### src/hdl/wbrp_pkg.sv
package wbrp_pkg;

   localparam int HEADER_BYTES = 12;
   localparam int SEQ_BYTES = 8;
   localparam int CSR_INDEX_WIDTH = 8;

   localparam logic [CSR_INDEX_WIDTH-1:0] REG_PUT_TAG = 8'd0;
   localparam logic [CSR_INDEX_WIDTH-1:0] REG_DELETE_TAG = 8'd1;

   localparam logic [2:0] PH_HEADER = 3'd0;
   localparam logic [2:0] PH_TAG = 3'd1;
   localparam logic [2:0] PH_KLEN = 3'd2;
   localparam logic [2:0] PH_KDATA = 3'd3;
   localparam logic [2:0] PH_VLEN = 3'd4;
   localparam logic [2:0] PH_VDATA = 3'd5;
   localparam logic [2:0] PH_IGNORE = 3'd6;

   localparam logic [2:0] ST_OK = 3'd0;
   localparam logic [2:0] ST_SMALL = 3'd1;
   localparam logic [2:0] ST_BAD_PUT = 3'd2;
   localparam logic [2:0] ST_BAD_DEL = 3'd3;
   localparam logic [2:0] ST_BAD_TAG = 3'd4;
   localparam logic [2:0] ST_COUNT = 3'd5;

   typedef struct packed {
      logic [2:0]  byte_role;
      logic [7:0]  byte_echo;
      logic        record_end;
      logic        record_is_put;
      logic        batch_done;
      logic [2:0]  final_status;
      logic [63:0] seq_number;
      logic [31:0] records_found;
   } rsp_item_type;

endpackage

### src/hdl/wbrp_if.sv
interface wbrp_req_if;
   logic       valid;
   logic       ready;
   logic [7:0] data_byte;
   logic       last_byte;

   modport source (output valid, output data_byte, output last_byte, input ready);
   modport sink (input valid, input data_byte, input last_byte, output ready);
endinterface

interface wbrp_rsp_if;
   logic        valid;
   logic        ready;
   logic [2:0]  byte_role;
   logic [7:0]  byte_echo;
   logic        record_end;
   logic        record_is_put;
   logic        batch_done;
   logic [2:0]  final_status;
   logic [63:0] seq_number;
   logic [31:0] records_found;

   modport source (output valid, output byte_role, output byte_echo, output record_end,
                   output record_is_put, output batch_done, output final_status,
                   output seq_number, output records_found, input ready);
   modport sink (input valid, input byte_role, input byte_echo, input record_end,
                 input record_is_put, input batch_done, input final_status,
                 input seq_number, input records_found, output ready);
endinterface

interface wbrp_csr_if;
   logic       valid;
   logic       ready;
   logic [7:0] reg_index;
   logic [7:0] write_data;

   modport source (output valid, output reg_index, output write_data, input ready);
   modport sink (input valid, input reg_index, input write_data, output ready);
endinterface

### src/hdl/write_batch_record_parser.sv
// Write batch parser. Bytes of a serialised batch arrive as beats on req_bus,
// one byte and a last-byte flag per beat. Each accepted beat yields exactly one
// beat on rsp_bus giving the role of the byte, the byte itself, a record-end
// flag, the record kind, and on the last byte the batch status together with
// the sequence number and record count gathered so far.
// The put and delete tag values are written through csr_bus, which is always
// ready; index 0 is the put tag and index 1 the delete tag.
// A parser classifies each byte in the cycle it is accepted and pushes the
// result into a small queue of QUEUE_DEPTH entries; an output register drains
// the queue towards rsp_bus. One beat is accepted per cycle while the queue is
// not full. When the receiver keeps up, a result passes from its queue slot to
// the output register, and from there it is shown on rsp_bus.
// When the receiver stalls, the output register holds its beat and
// the queue fills; req_bus ready falls only once the queue is full.
// A synchronous reset empties the queue and the output register, returns the
// parser to the header and restores the tag values to 1 and 0. After each last
// byte the parser returns to the header on its own for the next batch.
module write_batch_record_parser #(
   parameter int QUEUE_DEPTH = 2
) (
   input  logic       clock,
   input  logic       reset,
   wbrp_req_if.sink   req_bus,
   wbrp_rsp_if.source rsp_bus,
   wbrp_csr_if.sink   csr_bus
);
   import wbrp_pkg::*;

   logic         push_valid;
   logic         push_ready;
   rsp_item_type push_item;
   logic         pop_valid;
   logic         pop_ready;
   rsp_item_type pop_item;

   wbrp_front u_front (
      .clock      (clock),
      .reset      (reset),
      .req        (req_bus),
      .csr        (csr_bus),
      .push_ready (push_ready),
      .push_valid (push_valid),
      .push_item  (push_item)
   );

   wbrp_queue #(
      .DEPTH (QUEUE_DEPTH)
   ) u_queue (
      .clock      (clock),
      .reset      (reset),
      .push_valid (push_valid),
      .push_ready (push_ready),
      .push_item  (push_item),
      .pop_valid  (pop_valid),
      .pop_ready  (pop_ready),
      .pop_item   (pop_item)
   );

   wbrp_back u_back (
      .clock     (clock),
      .reset     (reset),
      .pop_valid (pop_valid),
      .pop_ready (pop_ready),
      .pop_item  (pop_item),
      .rsp       (rsp_bus)
   );

endmodule

### src/hdl/wbrp_front.sv
module wbrp_front (
   input  logic                  clock,
   input  logic                  reset,
   wbrp_req_if.sink              req,
   wbrp_csr_if.sink              csr,
   input  logic                  push_ready,
   output logic                  push_valid,
   output wbrp_pkg::rsp_item_type push_item
);
   import wbrp_pkg::*;

   logic [7:0]  put_tag_ff, put_tag_in;
   logic [7:0]  delete_tag_ff, delete_tag_in;
   logic [3:0]  header_index_ff, header_index_in;
   logic [63:0] sequence_ff, sequence_in;
   logic [31:0] expected_ff, expected_in;
   logic [31:0] found_ff, found_in;
   logic [2:0]  phase_ff, phase_in;
   logic [31:0] accum_ff, accum_in;
   logic [2:0]  vbytes_ff, vbytes_in;
   logic [31:0] remaining_ff, remaining_in;
   logic        is_put_ff, is_put_in;
   logic [2:0]  error_ff, error_in;

   logic        accept;
   logic [7:0]  b;
   logic [4:0]  vi_shift;
   logic [31:0] vi_len;
   logic [31:0] vi_accum_next;
   logic        vi_fail;
   logic [2:0]  role;
   logic        rec_end;
   logic [2:0]  status;

   assign csr.ready = 1'b1;
   assign req.ready = push_ready;
   assign accept = req.valid && push_ready;
   assign push_valid = req.valid;
   assign b = req.data_byte;

   assign vi_shift = {2'b00, vbytes_ff} * 5'd7;
   assign vi_fail = b[7] && (vbytes_ff >= 3'd4);
   assign vi_accum_next = accum_ff | ({25'd0, b[6:0]} << vi_shift);
   assign vi_len = accum_ff | ({24'd0, b} << vi_shift);

   always_comb begin
      put_tag_in = put_tag_ff;
      delete_tag_in = delete_tag_ff;
      if (csr.valid) begin
         case (csr.reg_index)
            REG_PUT_TAG: put_tag_in = csr.write_data;
            REG_DELETE_TAG: delete_tag_in = csr.write_data;
            default: ;
         endcase
      end
   end

   always_comb begin
      header_index_in = header_index_ff;
      sequence_in = sequence_ff;
      expected_in = expected_ff;
      found_in = found_ff;
      phase_in = phase_ff;
      accum_in = accum_ff;
      vbytes_in = vbytes_ff;
      remaining_in = remaining_ff;
      is_put_in = is_put_ff;
      error_in = error_ff;
      role = phase_ff;
      rec_end = 1'b0;
      status = ST_OK;

      case (phase_ff)
         PH_HEADER: begin
            if (header_index_ff < 4'(SEQ_BYTES)) begin
               sequence_in[{header_index_ff[2:0], 3'b000} +: 8] = b;
            end else begin
               expected_in[{header_index_ff[1:0], 3'b000} +: 8] = b;
            end
            header_index_in = header_index_ff + 4'd1;
            if (header_index_in >= 4'(HEADER_BYTES)) begin
               phase_in = PH_TAG;
            end
         end
         PH_TAG: begin
            found_in = found_ff + 32'd1;
            if (b == put_tag_ff) begin
               is_put_in = 1'b1;
               phase_in = PH_KLEN;
            end else if (b == delete_tag_ff) begin
               is_put_in = 1'b0;
               phase_in = PH_KLEN;
            end else begin
               is_put_in = 1'b0;
               error_in = ST_BAD_TAG;
               phase_in = PH_IGNORE;
            end
         end
         PH_KLEN, PH_VLEN: begin
            if (vi_fail) begin
               error_in = is_put_ff ? ST_BAD_PUT : ST_BAD_DEL;
               phase_in = PH_IGNORE;
            end else if (b[7]) begin
               accum_in = vi_accum_next;
               vbytes_in = vbytes_ff + 3'd1;
            end else begin
               accum_in = 32'd0;
               vbytes_in = 3'd0;
               if (vi_len != 32'd0) begin
                  remaining_in = vi_len;
                  phase_in = (phase_ff == PH_KLEN) ? PH_KDATA : PH_VDATA;
               end else if (phase_ff == PH_KLEN && is_put_ff) begin
                  phase_in = PH_VLEN;
               end else begin
                  rec_end = 1'b1;
                  phase_in = PH_TAG;
               end
            end
         end
         PH_KDATA, PH_VDATA: begin
            remaining_in = remaining_ff - 32'd1;
            if (remaining_in == 32'd0) begin
               if (phase_ff == PH_KDATA && is_put_ff) begin
                  phase_in = PH_VLEN;
               end else begin
                  rec_end = 1'b1;
                  phase_in = PH_TAG;
               end
            end
         end
         default: begin
            role = PH_IGNORE;
            phase_in = PH_IGNORE;
         end
      endcase

      if (req.last_byte) begin
         if (error_in != ST_OK) begin
            status = error_in;
         end else if (phase_in == PH_HEADER) begin
            status = ST_SMALL;
         end else if (phase_in != PH_TAG) begin
            status = is_put_in ? ST_BAD_PUT : ST_BAD_DEL;
         end else if (found_in != expected_in) begin
            status = ST_COUNT;
         end else begin
            status = ST_OK;
         end
      end

      push_item.byte_role = role;
      push_item.byte_echo = b;
      push_item.record_end = rec_end;
      push_item.record_is_put = (role inside {[PH_TAG:PH_VDATA]}) ? is_put_in : 1'b0;
      push_item.batch_done = req.last_byte;
      push_item.final_status = status;
      push_item.seq_number = sequence_in;
      push_item.records_found = found_in;

      if (req.last_byte) begin
         header_index_in = 4'd0;
         sequence_in = 64'd0;
         expected_in = 32'd0;
         found_in = 32'd0;
         phase_in = PH_HEADER;
         accum_in = 32'd0;
         vbytes_in = 3'd0;
         remaining_in = 32'd0;
         is_put_in = 1'b0;
         error_in = ST_OK;
      end
   end

   always_ff @(posedge clock) begin
      if (reset) begin
         put_tag_ff <= 8'd1;
         delete_tag_ff <= 8'd0;
      end else begin
         put_tag_ff <= put_tag_in;
         delete_tag_ff <= delete_tag_in;
      end
   end

   always_ff @(posedge clock) begin
      if (reset) begin
         header_index_ff <= 4'd0;
         sequence_ff <= 64'd0;
         expected_ff <= 32'd0;
         found_ff <= 32'd0;
         phase_ff <= PH_HEADER;
         accum_ff <= 32'd0;
         vbytes_ff <= 3'd0;
         remaining_ff <= 32'd0;
         is_put_ff <= 1'b0;
         error_ff <= ST_OK;
      end else if (accept) begin
         header_index_ff <= header_index_in;
         sequence_ff <= sequence_in;
         expected_ff <= expected_in;
         found_ff <= found_in;
         phase_ff <= phase_in;
         accum_ff <= accum_in;
         vbytes_ff <= vbytes_in;
         remaining_ff <= remaining_in;
         is_put_ff <= is_put_in;
         error_ff <= error_in;
      end
   end

endmodule

### src/hdl/wbrp_queue.sv
module wbrp_queue #(
   parameter int DEPTH = 2
) (
   input  logic                  clock,
   input  logic                  reset,
   input  logic                  push_valid,
   output logic                  push_ready,
   input  wbrp_pkg::rsp_item_type push_item,
   output logic                  pop_valid,
   input  logic                  pop_ready,
   output wbrp_pkg::rsp_item_type pop_item
);
   import wbrp_pkg::*;

   localparam int PTR_WIDTH = $clog2(DEPTH);
   localparam int COUNT_WIDTH = $clog2(DEPTH + 1);

   rsp_item_type           slots_ff [DEPTH];
   logic [PTR_WIDTH-1:0]   wr_ptr_ff, wr_ptr_in;
   logic [PTR_WIDTH-1:0]   rd_ptr_ff, rd_ptr_in;
   logic [COUNT_WIDTH-1:0] count_ff, count_in;
   logic                   do_push;
   logic                   do_pop;

   assign push_ready = count_ff != COUNT_WIDTH'(DEPTH);
   assign pop_valid = count_ff != '0;
   assign pop_item = slots_ff[rd_ptr_ff];
   assign do_push = push_valid && push_ready;
   assign do_pop = pop_valid && pop_ready;

   always_comb begin
      wr_ptr_in = wr_ptr_ff;
      rd_ptr_in = rd_ptr_ff;
      count_in = count_ff;
      if (do_push) begin
         wr_ptr_in = (wr_ptr_ff == PTR_WIDTH'(DEPTH - 1)) ? '0 : wr_ptr_ff + 1'b1;
      end
      if (do_pop) begin
         rd_ptr_in = (rd_ptr_ff == PTR_WIDTH'(DEPTH - 1)) ? '0 : rd_ptr_ff + 1'b1;
      end
      if (do_push && !do_pop) begin
         count_in = count_ff + 1'b1;
      end else if (do_pop && !do_push) begin
         count_in = count_ff - 1'b1;
      end
   end

   always_ff @(posedge clock) begin
      if (reset) begin
         wr_ptr_ff <= '0;
         rd_ptr_ff <= '0;
         count_ff <= '0;
      end else begin
         wr_ptr_ff <= wr_ptr_in;
         rd_ptr_ff <= rd_ptr_in;
         count_ff <= count_in;
      end
   end

   always_ff @(posedge clock) begin
      if (do_push) begin
         slots_ff[wr_ptr_ff] <= push_item;
      end
   end

endmodule

### src/hdl/wbrp_back.sv
module wbrp_back (
   input  logic                  clock,
   input  logic                  reset,
   input  logic                  pop_valid,
   output logic                  pop_ready,
   input  wbrp_pkg::rsp_item_type pop_item,
   wbrp_rsp_if.source            rsp
);
   import wbrp_pkg::*;

   rsp_item_type out_ff;
   logic         out_valid_ff, out_valid_in;

   assign pop_ready = !out_valid_ff || rsp.ready;
   assign out_valid_in = pop_valid || (out_valid_ff && !rsp.ready);

   always_ff @(posedge clock) begin
      if (reset) begin
         out_valid_ff <= 1'b0;
      end else begin
         out_valid_ff <= out_valid_in;
      end
   end

   always_ff @(posedge clock) begin
      if (pop_valid && pop_ready) begin
         out_ff <= pop_item;
      end
   end

   assign rsp.valid = out_valid_ff;
   assign rsp.byte_role = out_ff.byte_role;
   assign rsp.byte_echo = out_ff.byte_echo;
   assign rsp.record_end = out_ff.record_end;
   assign rsp.record_is_put = out_ff.record_is_put;
   assign rsp.batch_done = out_ff.batch_done;
   assign rsp.final_status = out_ff.final_status;
   assign rsp.seq_number = out_ff.seq_number;
   assign rsp.records_found = out_ff.records_found;

endmodule

### src/flat_wrapper.sv
// flat-port wrapper written by rule: the top's interface ports become plain ports
module write_batch_record_parser_flat import wbrp_pkg::*;
#(
   parameter int QUEUE_DEPTH = 2
)
  (clock, reset, req_bus_valid, req_bus_data_byte, req_bus_last_byte, req_bus_ready, rsp_bus_valid, rsp_bus_byte_role, rsp_bus_byte_echo, rsp_bus_record_end, rsp_bus_record_is_put, rsp_bus_batch_done, rsp_bus_final_status, rsp_bus_seq_number, rsp_bus_records_found, rsp_bus_ready, csr_bus_valid, csr_bus_reg_index, csr_bus_write_data, csr_bus_ready);
  wbrp_req_if req_bus_i ();
  wbrp_rsp_if rsp_bus_i ();
  wbrp_csr_if csr_bus_i ();
  input  logic clock;
  input  logic reset;
  input wire logic [$bits(req_bus_i.valid)-1:0] req_bus_valid;
  input wire logic [$bits(req_bus_i.data_byte)-1:0] req_bus_data_byte;
  input wire logic [$bits(req_bus_i.last_byte)-1:0] req_bus_last_byte;
  output wire logic [$bits(req_bus_i.ready)-1:0] req_bus_ready;
  output wire logic [$bits(rsp_bus_i.valid)-1:0] rsp_bus_valid;
  output wire logic [$bits(rsp_bus_i.byte_role)-1:0] rsp_bus_byte_role;
  output wire logic [$bits(rsp_bus_i.byte_echo)-1:0] rsp_bus_byte_echo;
  output wire logic [$bits(rsp_bus_i.record_end)-1:0] rsp_bus_record_end;
  output wire logic [$bits(rsp_bus_i.record_is_put)-1:0] rsp_bus_record_is_put;
  output wire logic [$bits(rsp_bus_i.batch_done)-1:0] rsp_bus_batch_done;
  output wire logic [$bits(rsp_bus_i.final_status)-1:0] rsp_bus_final_status;
  output wire logic [$bits(rsp_bus_i.seq_number)-1:0] rsp_bus_seq_number;
  output wire logic [$bits(rsp_bus_i.records_found)-1:0] rsp_bus_records_found;
  input wire logic [$bits(rsp_bus_i.ready)-1:0] rsp_bus_ready;
  input wire logic [$bits(csr_bus_i.valid)-1:0] csr_bus_valid;
  input wire logic [$bits(csr_bus_i.reg_index)-1:0] csr_bus_reg_index;
  input wire logic [$bits(csr_bus_i.write_data)-1:0] csr_bus_write_data;
  output wire logic [$bits(csr_bus_i.ready)-1:0] csr_bus_ready;
  assign req_bus_i.valid = req_bus_valid;
  assign req_bus_i.data_byte = req_bus_data_byte;
  assign req_bus_i.last_byte = req_bus_last_byte;
  assign req_bus_ready = req_bus_i.ready;
  assign rsp_bus_valid = rsp_bus_i.valid;
  assign rsp_bus_byte_role = rsp_bus_i.byte_role;
  assign rsp_bus_byte_echo = rsp_bus_i.byte_echo;
  assign rsp_bus_record_end = rsp_bus_i.record_end;
  assign rsp_bus_record_is_put = rsp_bus_i.record_is_put;
  assign rsp_bus_batch_done = rsp_bus_i.batch_done;
  assign rsp_bus_final_status = rsp_bus_i.final_status;
  assign rsp_bus_seq_number = rsp_bus_i.seq_number;
  assign rsp_bus_records_found = rsp_bus_i.records_found;
  assign rsp_bus_i.ready = rsp_bus_ready;
  assign csr_bus_i.valid = csr_bus_valid;
  assign csr_bus_i.reg_index = csr_bus_reg_index;
  assign csr_bus_i.write_data = csr_bus_write_data;
  assign csr_bus_ready = csr_bus_i.ready;
  write_batch_record_parser #(.QUEUE_DEPTH(QUEUE_DEPTH)) u_core (.clock(clock), .reset(reset), .req_bus(req_bus_i), .rsp_bus(rsp_bus_i), .csr_bus(csr_bus_i));
endmodule
### config.mk
export PLATFORM = sky130hd
export DESIGN_NAME = write_batch_record_parser_flat
export DESIGN_NICKNAME = d
export VERILOG_FILES = /design/src/hdl/wbrp_pkg.sv /design/src/hdl/wbrp_if.sv /design/src/hdl/write_batch_record_parser.sv /design/src/hdl/wbrp_front.sv /design/src/hdl/wbrp_queue.sv /design/src/hdl/wbrp_back.sv /design/src/flat_wrapper.sv
export SDC_FILE = /design/constraint.sdc
export NUM_CORES = 1
export LEC_CHECK = 0
export ABC_AREA = 1
export BUFFER_PORTS_ARGS = -buffer_cell sky130_fd_sc_hd__buf_4
export CORE_MARGIN = 3
export CORE_UTILIZATION = 46
export CTS_BUF_LIST = sky130_fd_sc_hd__clkbuf_8 sky130_fd_sc_hd__clkbuf_16
export CTS_CLUSTER_DIAMETER = 60
export DETAILED_ROUTE_END_ITERATION = 6
export GPL_TIMING_DRIVEN = 0
export PLACE_DENSITY = 0.63
export SYNTH_ARGS = -nofsm -noshare
export SYNTH_HDL_FRONTEND = slang
export SYNTH_SLANG_ARGS = --single-unit
### constraint.sdc
create_clock -name clock -period 8.4 [get_ports clock]
set_clock_uncertainty 0.15 [all_clocks]
set_input_delay 1.68 -clock clock [delete_from_list [all_inputs] [get_ports clock]]
set_output_delay 1.68 -clock clock [all_outputs]
set_load 0.02 [all_outputs]
# == Word-level counts from Yosys, hierarchy flattened ==
# Memories as Yosys holds them, arrays and structs flattened. A register that Yosys moved wholly into a read port is not among the register bits.
# Cells that the tools add are included.
# op_classes
n_mux,67
reduce_logical,34
n_bitwise,2
n_mul,1
eq_ne,15
div_mod_pow,0
magnitude_cmp,5
n_addsub,10
shift,6
# op_table
operator,n
32-bit two-way mux,13
64-bit two-way mux,3
3-bit two-way mux,25
64-bit bitwise mux,1
32-bit OR,2
32-bit case mux with 2 select lines,1
8-bit by 8-bit variable shift with 64-bit output (first input constant),1
8-bit by 8-bit indexed part select with 64-bit output,1
32-bit by 1-bit adder with 32-bit output (second input constant),1
32-bit bitwise mux,1
32-bit zero test,1
32-bit inequality test,1
32-bit nonzero test,1
8-bit by 7-bit variable shift with 32-bit output (first input constant),1
8-bit by 7-bit indexed part select with 32-bit output,1
7-bit by 5-bit left shift with 32-bit output,1
8-bit by 5-bit left shift with 32-bit output,1
32-bit by 1-bit subtractor with 32-bit output (second input constant),1
8-bit equality test,2
1-bit two-way mux,16
3-bit case mux with 4 select lines,1
1-bit logical AND,9
3-bit inequality test (second input constant),3
8-bit by 1-bit equality test with 1-bit output (second input constant),1
other kinds (33),51
# word_totals
ramBits,226
n_memories,1
romBits,0
wordCells,157
reg_bits,227
output_inout_bits,116
latch_bits,0
# memory_table
name,words,word_bits,read_ports,rd_ports_with_merged_regs,wr,line_no,rtl
u_core.u_queue.slots_ff,2,113,1,1,1,wbrp_queue.sv:18,rsp_item_type slots_ff [DEPTH];

# == Depth between registers and ports, before layout ==
# depth
word_depth,13
mapped_depth,25
mapped_depth_nobuf,25

# == By module ==
# Synthesis repeated with hierarchy kept, for this count alone.
# hier_totals
cells_unflattened,2894
hier_area_um2,26721.9
# modules_own_cells
module,seq_area_each_um2,cells_each,n_inst,area_each_um2
wbrp_front,4444.3,2386,1,14595.2
wbrp_queue,6886.6,389,1,8685.8
wbrp_back,3413.3,119,1,3440.8

# == Least setup slack after synthesis ==
# OpenSTA, ideal clock, no wires.
# synth_timing
path_type,input -> register
from,input port req_bus_valid
to,"memory u_core.u_queue.slots_ff[1][0] (netlist bit), enable pin"
n_path_buf,1
slack_ns,0.916
required_ns,7.662
arrival_time_ns,6.745
cell_stages,3
path_cell_list,nand2_1 > clkbuf_1 > nor2_1
# synth_between
elab_chain_len,3
# synth_rtl
item,line_no,rtl
start: declaration,flat_wrapper.sv:12,input wire logic [$bits(req_bus_i.valid)-1:0] req_bus_valid;
1-bit logical AND,wbrp_queue.sv:28,assign do_push = push_valid && push_ready;
1-bit two-way mux,wbrp_queue.sv:61,if (do_push) begin
1-bit two-way mux (implied by the code),wbrp_queue.sv:62,slots_ff[wr_ptr_ff] <= push_item;
end: declaration,wbrp_queue.sv:18,
# Every way passes these cells.

==> results_dict.tcl <==
set metrics [dict create \
    outcome "complete, no violations" \
    die_height_um 243.7 \
    cell_type_with_the_highest_aggregate_area_in_the_netlist "edfxtp_1" \
    timing.rr.end "u_core.u_queue.slots_ff[0][96]" \
    antennaDiodeCount 0 \
    power.density_cell_area_nw_per_um2 292.3 \
    netlist.area_leader.share_pct 39.18 \
    standard_cell_rows 86 \
    drv_cap 0 \
    filler_cell_count 5111 \
    worst-r2r-setup-slack_ps 3460 \
    detail-route-antenna-nets 0 \
    static-leakage-power_nw 12.03 \
    post_synth_and_or_nand_nor_area_fraction_pct 24.13 \
    setup.worst_path.start "u_core.u_front.header_index_ff[0]" \
    design.core.area_um2 55520 \
    timing.critical_path.arrival_ps 5150 \
    synthCells 2982 \
    ys_seq_elements 566 \
    synth.mux.area_fraction_pct 1.387 \
    area_delta_synth_final_pct 16.50 \
    die-area_um2 59380 \
    required_arrival_time_at_the_worst_endpoint_ps 8610 \
    number_of_global_route_vias_before_repair 20376 \
    die_w_um 243.7 \
    post_synth_fa_ha_maj_area_fraction_pct 0.7801 \
    post_route_cells_drive_above_1_share_pct 11.03 \
    synth-compound-area-share_pct 8.798 \
    fmax_ghz 0.2024 \
    cts_resized 0 \
    final_hold_viol_count 0 \
    post_synth_main_area_contributors "edfxtp_1 (39%), dfxtp_1 (17%), nand2_1 (15%)" \
    layout_worst_path_cycle_share_pct 58.83 \
    layout_min_cycle_time_ps 4942 \
    route.detailed.drc 0 \
    io_buffer_count 143 \
    peakVddDrop_v 0.0002512 \
    hpwl_um 53200 \
    reg2reg_depth 19 \
    worst_pin_slew_ps 1159 \
    yosysSeqAreaShare_pct 56.67 \
    drtPass1Iterations 5 \
    timing.slew.headroom_pct 22.15 \
    clock_tree.root_cell "clkbuf_16" \
    grt_first_pass_wirelength_um 112900 \
    detailedRoute.firstIterationViolations 1853 \
    criticalPathCategory "reg2reg" \
    worst_skew_pair.late_latency_ps 650 \
    hp-class "reg2reg" \
    grt_max_degree 62 \
    initial_utilization_pct 46.80 \
    ctsLongestPathBuffers 3 \
    critical_path.endpoint_type "flip-flop" \
    grt_use_total_pct 23.99 \
    clock_tree_from_tritoncts "done" \
    detail_route.wl_per_cell_um 18.05 \
    synthesis.yosys.warnings 0 \
    post-route-cell-area_um2 30270 \
    clock_sinks 566 \
    place.detailed.instances 3882 \
    clk_transition_reported_paths_ps 70 \
    ctsHoldBuffers 0 \
    postSynthAreaPerCell_um2 8.714 \
    final_nets 3240 \
    postSynthNetCount 3027 \
    placement.cell_area_um2 28220 \
    number_of_enable_flip_flop_cells_after_synthesis 339 \
    finalWeightedCongestion 0.9392 \
    fin_total_pwr_mw 8.847 \
    critPathMaxFanout 12 \
    finalMaxSlewViolations 0 \
    cts_setup_buffers 0 \
    i_o_pin_count 146 \
    number_of_buffers_created_by_cts 59 \
    unrepaired_setup_endpoints_after_global_routing "false" \
    netlist_area_um2 25980 \
    overflow 0 \
    most_repeated_cell_in_the_gate_level_netlist_after_synthesis "nand2_1" \
    final-instance-count-excl-fill 3994 \
    route.final.wire_length_um 72080 \
    vias 21088 \
    antenna_found_initial 1 \
    cts_htree_levels 2 \
    synthArstFlopShare_pct 0 \
    critical_path.reg2reg.startpoint "u_core.u_front.header_index_ff[0]" \
    synth.cells.most_frequent "nand2_1 (1,052), edfxtp_1 (339), nor2_1 (263), dfxtp_1 (227), a21oi_1 (209)" \
    yosys.area_share.xor_xnor_pct 3.207 \
    timing.critical_path.from_type "flip-flop" \
    critical_path.endpoint "u_core.u_queue.slots_ff[0][96]" \
    synth-main-ff-cell "edfxtp_1" \
    route.detailed.vias_per_inst 5.280 \
    synthDistinctLibCells 56 \
    synth_top_family_by_area "simple AND/OR/NAND/NOR gates" \
    setup-violations-final 0 \
]
==> final cells by class <==
class	count	area, um^2	area share (%)
Buffer	137	576.8	1.905
Clock buffer	63	1543	5.096
Clock inverter	49	508.0	1.678
Inverter	193	729.5	2.410
Multi-Input combinational cell	2086	9971	32.94
Sequential cell	566	14720	48.64
Tap cell	748	935.9	3.092
Timing Repair Buffer	152	1284	4.241
==> cells in the final DEF (no fill, tap or decap), types with 43 or more instances in the layout <==
cell type,instances
nand2_1,1052
edfxtp_1,339
nor2_1,261
dfxtp_1,227
a21oi_1,209
inv_1,199
buf_4,144
clkbuf_1,109
o21ai_0,104
nand3_1,103
clkbuf_16,60
xor2_1,43
==> registers in the layout, indices dropped and copies added (netlist names), 4 cells and up <==
name,cells
u_core.u_front.found_ff,32
u_core.u_front.accum_ff,32
u_core.u_back.rsp.byte_echo,8
u_core.u_front.remaining_ff,32
u_core.u_back.rsp.seq_number,64
u_core.u_queue.slots_ff,226
u_core.u_front.put_tag_ff,8
u_core.u_front.delete_tag_ff,8
u_core.u_front.sequence_ff,64
u_core.u_back.rsp.records_found,32
u_core.u_front.expected_ff,32
u_core.u_front.header_index_ff,4
==> metal layers <==
metal	wire, um	share of wire (%)	GRT usage [%]	up-vias
li1	-	-	-	10286
met1	31250	43	31.83	9988
met2	34220	47	40.68	651
met3	4286	5.9	3.115	161
met4	2312	3.2	8.159	2
met5	12	0.017	0	-
==> kinds of logic (layout without fill, tap and decap cells) <==
family / after synthesis / after routing
AND/OR/NAND/NOR: 1548 / 1548
flip-flops: 566 / 566
AO/OA/AOI/OAI: 402 / 402
buffers and inverters: 330 / 594
XOR/XNOR: 88 / 88
multiplexers: 32 / 32
adder cells (fa/ha/maj): 15 / 15
other: 1 / 1
==> critical path, cell delays in order (launching register included) <==
cell and delay, ps:
dfxtp_1 350, buf_2 210, clkinv_1 330, clkbuf_1 420, ha_1 390, buf_2 180, inv_2 160, nand2_1 150
nor2_1 490, nand2_1 90, o21ai_0 310, xor2_1 120, nor4_1 340, nand3_1 160, nor2_1 140, nand3_1 230
nand3_1 160, nand3_1 90, nand2_1 110, inv_1 60
==> where the power goes <==
| part | leakage [nW] | switching (mW) | internal, mW |
|---|---|---|---|
| clock | 1.07 | 1.13 | 1.58 |
| combinational | 5.85 | 1.67 | 0.717 |
| sequential | 5.11 | 0.140 | 3.61 |
| total | 12.0 | 2.94 | 5.91 |
==> per-stage QoR <==
step | TNS, ps | setup slack (ps) | utilization [%] | hold slack, ps
after floorplan | 0 | 916.4 | - | 285.9
after global placement | -534540 | -2404 | 50.42 | 294.8
after detailed placement | 0 | 3415 | 50.83 | 301.6
after CTS | 0 | 3558 | 54.52 | 309.8
after global routing | 0 | 3146 | 54.52 | 316.2
final | 0 | 3458 | 54.52 | 304.4
==> worst min-delay path by stage <==
stage / startpoint / end / slack (ps) / depth (start not counted)
global placement: u_core.u_front.accum_ff[24] / u_core.u_front.accum_ff[24] / 290 / 2
CTS: u_core.u_front.accum_ff[29] / u_core.u_front.accum_ff[29] / 310 / 2
finish: u_core.u_front.accum_ff[24] / u_core.u_front.accum_ff[24] / 300 / 2
floorplan: u_core.u_front.accum_ff[11] / u_core.u_front.accum_ff[11] / 290 / 2
global route: u_core.u_front.accum_ff[27] / u_core.u_front.accum_ff[27] / 320 / 2
detailed placement: u_core.u_front.accum_ff[27] / u_core.u_front.accum_ff[27] / 300 / 2
Note: power is estimated with default switching activity, not from simulation.
